`src/rtl/core/dios_pkg.sv`:
```
// ----------------------------------------------------------------------------
// dios_pkg
// Shared sizes, codes and types of the deadline I/O request scheduler.
// ----------------------------------------------------------------------------
package dios_pkg;

   localparam int QUEUE_DEPTH = 16;
   localparam int NUM_CLASSES = 3;
   localparam int NUM_QUEUES  = 2 * NUM_CLASSES;

   localparam int IDX_W     = (QUEUE_DEPTH > 1) ? $clog2(QUEUE_DEPTH) : 1;
   localparam int FILL_W    = $clog2(QUEUE_DEPTH + 1);
   localparam int CLS_CNT_W = (NUM_CLASSES > 1) ? $clog2(NUM_CLASSES) : 1;
   localparam int QID_W     = CLS_CNT_W + 1;

   localparam int SECTOR_W = 48;
   localparam int BLOCKS_W = 32;
   localparam int STAMP_W  = 32;
   localparam int POS_W    = 49;
   localparam int CLASS_W  = 2;
   localparam int ACTION_W = 2;
   localparam int STATUS_W = 3;
   localparam int EXPIRY_W = 16;
   localparam int STARVE_W = 8;

   localparam int CSR_IDX_W  = 2;
   localparam int CSR_DATA_W = 16;

   localparam logic [CSR_IDX_W-1:0] CSR_READ_EXPIRY  = 2'd0;
   localparam logic [CSR_IDX_W-1:0] CSR_WRITE_EXPIRY = 2'd1;
   localparam logic [CSR_IDX_W-1:0] CSR_STARVE_LIMIT = 2'd2;

   localparam logic [EXPIRY_W-1:0] READ_EXPIRY_RST  = 16'd500;
   localparam logic [EXPIRY_W-1:0] WRITE_EXPIRY_RST = 16'd5000;
   localparam logic [STARVE_W-1:0] STARVE_LIMIT_RST = 8'd2;
   localparam logic [STARVE_W-1:0] STARVE_MAX       = 8'd255;

   typedef enum logic [ACTION_W-1:0] {
      ACT_ADD      = 2'd0,
      ACT_DISPATCH = 2'd1,
      ACT_TICK     = 2'd2,
      ACT_NONE     = 2'd3
   } action_type;

   typedef enum logic [STATUS_W-1:0] {
      STS_ADDED      = 3'd0,
      STS_BAD_CLASS  = 3'd1,
      STS_FULL       = 3'd2,
      STS_DISPATCHED = 3'd3,
      STS_NONE       = 3'd4,
      STS_TICK       = 3'd5
   } status_type;

   typedef enum logic [2:0] {
      S_IDLE,
      S_DECODE,
      S_SEARCH,
      S_TAKE,
      S_EMIT
   } state_type;

   typedef struct packed {
      logic [SECTOR_W-1:0] sector;
      logic [BLOCKS_W-1:0] blocks;
      logic [STAMP_W-1:0]  stamp;
   } entry_type;

   typedef struct packed {
      logic             push;
      logic             pop;
      logic [IDX_W-1:0] pos;
   } qctl_type;

endpackage

```
`src/rtl/core/dios_cell.sv`:
```
// ----------------------------------------------------------------------------
// dios_cell
// One queue slot: loads a new entry or takes its right neighbor's entry.
// ----------------------------------------------------------------------------
module dios_cell (
   input  logic                clock,
   input  logic                load,
   input  logic                shift,
   input  dios_pkg::entry_type new_entry,
   input  dios_pkg::entry_type next_entry,
   output dios_pkg::entry_type entry
);
   import dios_pkg::*;

   entry_type entry_ff;

   always_ff @(posedge clock) begin
      if (load) begin
         entry_ff <= new_entry;
      end else if (shift) begin
         entry_ff <= next_entry;
      end
   end

   assign entry = entry_ff;

endmodule

```
`src/rtl/core/dios_queue.sv`:
```
// ----------------------------------------------------------------------------
// dios_queue
// In-order queue as a chain of cells; pop at any slot closes the gap.
// ----------------------------------------------------------------------------
module dios_queue (
   input  logic                             clock,
   input  logic                             reset,
   input  dios_pkg::qctl_type               ctrl,
   input  dios_pkg::entry_type              push_entry,
   input  logic [dios_pkg::IDX_W-1:0]       rd_idx,
   output dios_pkg::entry_type              rd_entry,
   output logic [dios_pkg::STAMP_W-1:0]     head_stamp,
   output logic [dios_pkg::FILL_W-1:0]      fill
);
   import dios_pkg::*;

   logic [FILL_W-1:0] fill_ff, fill_in;
   entry_type         cell_q [QUEUE_DEPTH];

   for (genvar i = 0; i < QUEUE_DEPTH; i++) begin : g_cell
      entry_type next_e;
      logic      load_i, shift_i;
      if (i + 1 < QUEUE_DEPTH) begin : g_mid
         assign next_e = cell_q[i+1];
      end else begin : g_end
         assign next_e = cell_q[i];
      end
      assign load_i  = ctrl.push && (fill_ff == FILL_W'(i));
      assign shift_i = ctrl.pop && (IDX_W'(i) >= ctrl.pos);
      dios_cell u_cell (
         .clock      (clock),
         .load       (load_i),
         .shift      (shift_i),
         .new_entry  (push_entry),
         .next_entry (next_e),
         .entry      (cell_q[i])
      );
   end

   always_comb begin
      fill_in = fill_ff;
      if (ctrl.push) begin
         fill_in = fill_ff + FILL_W'(1);
      end else if (ctrl.pop) begin
         fill_in = fill_ff - FILL_W'(1);
      end
   end

   always_ff @(posedge clock) begin
      if (reset) begin
         fill_ff <= '0;
      end else begin
         fill_ff <= fill_in;
      end
   end

   assign rd_entry   = cell_q[rd_idx];
   assign head_stamp = cell_q[0].stamp;
   assign fill       = fill_ff;

endmodule
```
`config.mk`:
```
export PLATFORM = sky130hd
export DESIGN_NAME = dios_queue
export DESIGN_NICKNAME = d
export VERILOG_FILES = /design/src/rtl/core/dios_pkg.sv /design/src/rtl/core/dios_cell.sv /design/src/rtl/core/dios_queue.sv
export SDC_FILE = /design/constraint.sdc
export NUM_CORES = 2
export LEC_CHECK = 0
export BUFFER_PORTS_ARGS = -buffer_cell sky130_fd_sc_hd__buf_2
export CAP_MARGIN = 0
export CORE_UTILIZATION = 50
export CTS_BUF_LIST = sky130_fd_sc_hd__clkbuf_16
export DETAILED_ROUTE_END_ITERATION = 16
export PLACE_DENSITY = 0.66
export SLEW_MARGIN = 20
export SYNTH_ARGS = -nofsm -noshare
export SYNTH_HDL_FRONTEND = slang
export SYNTH_HIERARCHICAL = 1
export SYNTH_SLANG_ARGS = --single-unit
```
`constraint.sdc`:
```
create_clock -name clock -period 6.45 [get_ports clock]
set_input_delay 0.645 -clock clock [delete_from_list [all_inputs] [get_ports clock]]
set_output_delay 0.645 -clock clock [all_outputs]
set_load 0.01 [all_outputs]
```
==> summary.md <==
| Metric | Value |
|---|---|
| Gr usage total | 27.0% |
| First-pass GRT wire length | 374 mm |
| Routed WL | 257 mm |
| HP Class | input pin to flop |
| Post-layout nets | 5166 |
| CP Class | flop to flop |
| Global routing's busiest layer | met2 |
| Maximum vdd drop | 0.289 mV |
| Startpoint types | flop |
| Final Cycle Share | 59.6% |
| Worst Path Arrival | 4.29 ns |
| Avg Synthesized Cell Area | 19.4 um^2 |
| Site Rows | 158 |
| Ports | 273 |
| R2R setup slack | 2.60 ns |
| Vias/cell | 6.44 |
| GR Overflow Total | 0 |
| R2R cell count | 6 |
| Largest net degree at the start of global routing | 113 |
| DRC errors left | 0 |
| DP Worst Slack | 2.25 ns |
| Final hold violation count | 0 |
| Synth-to-Final Area Change | 9.56% |
| Worst hold slack | 0.309 ns |
| Top area cells in the synthesized netlist | edfxtp_1 (57%), mux2_4 (18%), mux4_2 (11%) |
| RSZ-0062 raised after global routing | no |
| Hold path endpoint | fill[4] |
| Root buffer cell | clkbuf_16 |
| Clk pwr share | 37.6% |
| Fmax achieved | 0.260 GHz |
| Filler cell count | 14410 |
| Slew Limit Fails | 0 |
| Sequential share of power | 50.1% |
| R2r endpoint | g_cell[12].u_cell/entry[101] |
| Die height | 435 um |
| Max clock buf depth | 3 |
| Routability cong. | 0.761 |
| Fin crit period | 3.85 ns |
| Rel. slew slack | 20.2% |
| Initial DRC count | 4971 |
| Actual slew at the worst max-slew pin | 1.20 ns |
| Synthesis-stage register bit count | 1797 |
| Int Power | 0.0213 W |
| Most common cell after layout, fill and taps aside | edfxtp_1 |
| Remaining antenna violation count | 0 |
| Final WS setup | 2.60 ns |
| Synthesized net count | 4966 |
| Clock Latency Late Sink | 0.84 ns |
| Die area | 0.189 mm^2 |
| Total negative slack | 0 ns |
| Grt met3 use | 5.11% |
| Post-synthesis sequential area ratio | 57.5% |
| Count of cell types in the netlist | 35 |
| Num CTS Buffers | 193 |
| Synth Instances | 4836 |
| Crit path max fanout | 42 |
| Cell Area, Synth | 0.0938 mm^2 |
| Reg2Reg Launch Point | fill[0] |
| Starting Density | 50.5% |
| H-tree depth | 4 |
| Power, Total | 0.0282 W |
| Worst Path Required | 6.89 ns |
| PostCTS Resize Cnt | 0 |
| Most used DFF post-synth | edfxtp_1 |
| Sw power | 0.00689 W |
| Hold_sp | ctrl[5] |
| Met2 GRT Util | 42.3% |
| CTS Sinks | 1797 |
| Leak | 35.9 nW |
| Hold path cells | 2 |
| Setup violations, final | 0 |
| Port Buffers | 272 |
| Layout cells sized above 1 | 55.7% |
| Detailed-route wire length per cell | 33.4 um |
| GR Layer Usage met1 | 37.8% |
| TritonRoute pass-1 iters | 5 |
| Post-DP HPWL | 134 mm |
| Most frequent cells in the layout | edfxtp_1 (1792), mux2_4 (1104), mux2_2 (688) |
| CP Capture Type | flop |
| Die X | 435 um |
| Post-Route Utilization | 55.3% |
| CTS tree | yes |
| Core footprint | 0.186 mm^2 |
| Sw frac | 24.5% |
| Clock slew at reported path FFs | 0.06 ns |
| Initial antenna violation count | 44 |
| Share of the synthesized area in the top cell type | 57.4% |
| Yosys warnings | 6 |
| Async SR Flop Fraction | 0% |
| Logic pwr share | 12.2% |
| Area leader, netlist | edfxtp_1 |
| Crit. Startpoint | fill[0] |
| Pwr per Cell Area | 274 mW/mm^2 |
| EDFF count, synth | 1792 |
| Vias in the first global route | 51367 |
| Status | finished clean |
| Via count | 49547 |
| Max Cap Viol | 0 |
| Setup Skew | 0.0315 ns |
[routing by layer]
layer	up-vias	wire (um)
li1	20317	-
met3	377	18600
met4	26	8440
met5	-	168
met2	2044	121000
met1	26783	109000
[timing repair]
action | in CTS | in global routing
endpoints found under the hold margin | 3 | 0
endpoints found under the setup margin | 0 | 0
hold buffers | 1 | 0
buffers inserted | 0 | 0
[area by class of cell]
cell class	instances	area, um^2	share of cell area [%]
Clock inverter	151	968	0.942
Inverter	5	18.8	0.0183
Tap cell	2480	3100	3.02
Timing Repair Buffer	367	2520	2.45
Multi-Input combinational cell	2672	37200	36.2
Clock buffer	198	4950	4.82
Antenna cell	22	55.1	0.0536
Sequential cell	1797	53900	52.5
[sequential cells by signal, summed over array words and instances (netlist names)]
| name | count |
|---|---|
| g_cell.u_cell/entry | 1792 |
| fill | 5 |
[critical path, stage by stage (launching register included)]
cell,delay (ns)
dfxtp_1,0.37
inv_1,0.15
ha_1,0.23
nand3_1,0.17
nor2_4,0.87
or2_4,0.70
buf_4,0.88
[power by group through the flow]
stage	logic [W]	clock network (W)	registers, W
2_1_floorplan	0.00228	0	0.0143
3_3_place_gp	0.00338	0	0.0143
3_5_place_dp	0.00344	0	0.0144
4_1_cts	0.00344	0.0108	0.0141
5_1_grt	0.00360	0.0112	0.0142
6_report	0.00344	0.0106	0.0141
[per-stage QoR]
step	cell area (um^2)	std cells
finish	103000	7692
global route	103000	7682
CTS	103000	7670
detailed placement	96800	7320
global placement	96700	7319
floorplan	93800	4836
[worst max path at each step]
stage	slack [ns]	endpoint	cells after the start
6_report	2.60	g_cell[12].u_cell/entry[101]	6
5_1_grt	2.49	rd_entry[108]	6
4_1_cts	2.59	rd_entry[95]	6
3_5_place_dp	2.25	g_cell[2].u_cell/entry[23]	6
3_3_place_gp	2.21	g_cell[2].u_cell/entry[21]	6
2_1_floorplan	1.86	g_cell[4].u_cell/entry[0]	7
[cells by family (layout without fill, tap and decap cells)]
kind of cell	Yosys count	after routing	share of synthesized area, %
adders and majority gates	6	6	0.0800
xor gates and xnor gates	3	3	0.0280
other	0	22	0
muxes	2240	2240	36.7
and+or+nand+nor	187	187	0.877
DFF	1797	1797	57.5
buffers and inverters	367	721	2.96
AOI/OAI and AO/OA	236	236	1.88
[Yosys cell counts (all sizes together) (2+ instances only)]
| master | instances |
|---|---|
| buf | 301 |
| mux2 | 1792 |
| inv | 5 |
| ha | 6 |
| dfxtp | 5 |
| xnor2 | 3 |
| a22oi | 224 |
| and3 | 6 |
| or2 | 16 |
| and2 | 11 |
| a31oi | 2 |
| nor2b | 4 |
| clkbuf | 61 |
| nand2 | 117 |
| mux4 | 448 |
| a21oi | 4 |
| nor2 | 19 |
| nand2b | 4 |
| nor4 | 2 |
| edfxtp | 1792 |
| nor3 | 4 |
| nand3 | 2 |
Note: power is estimated with default switching activity, not from simulation.
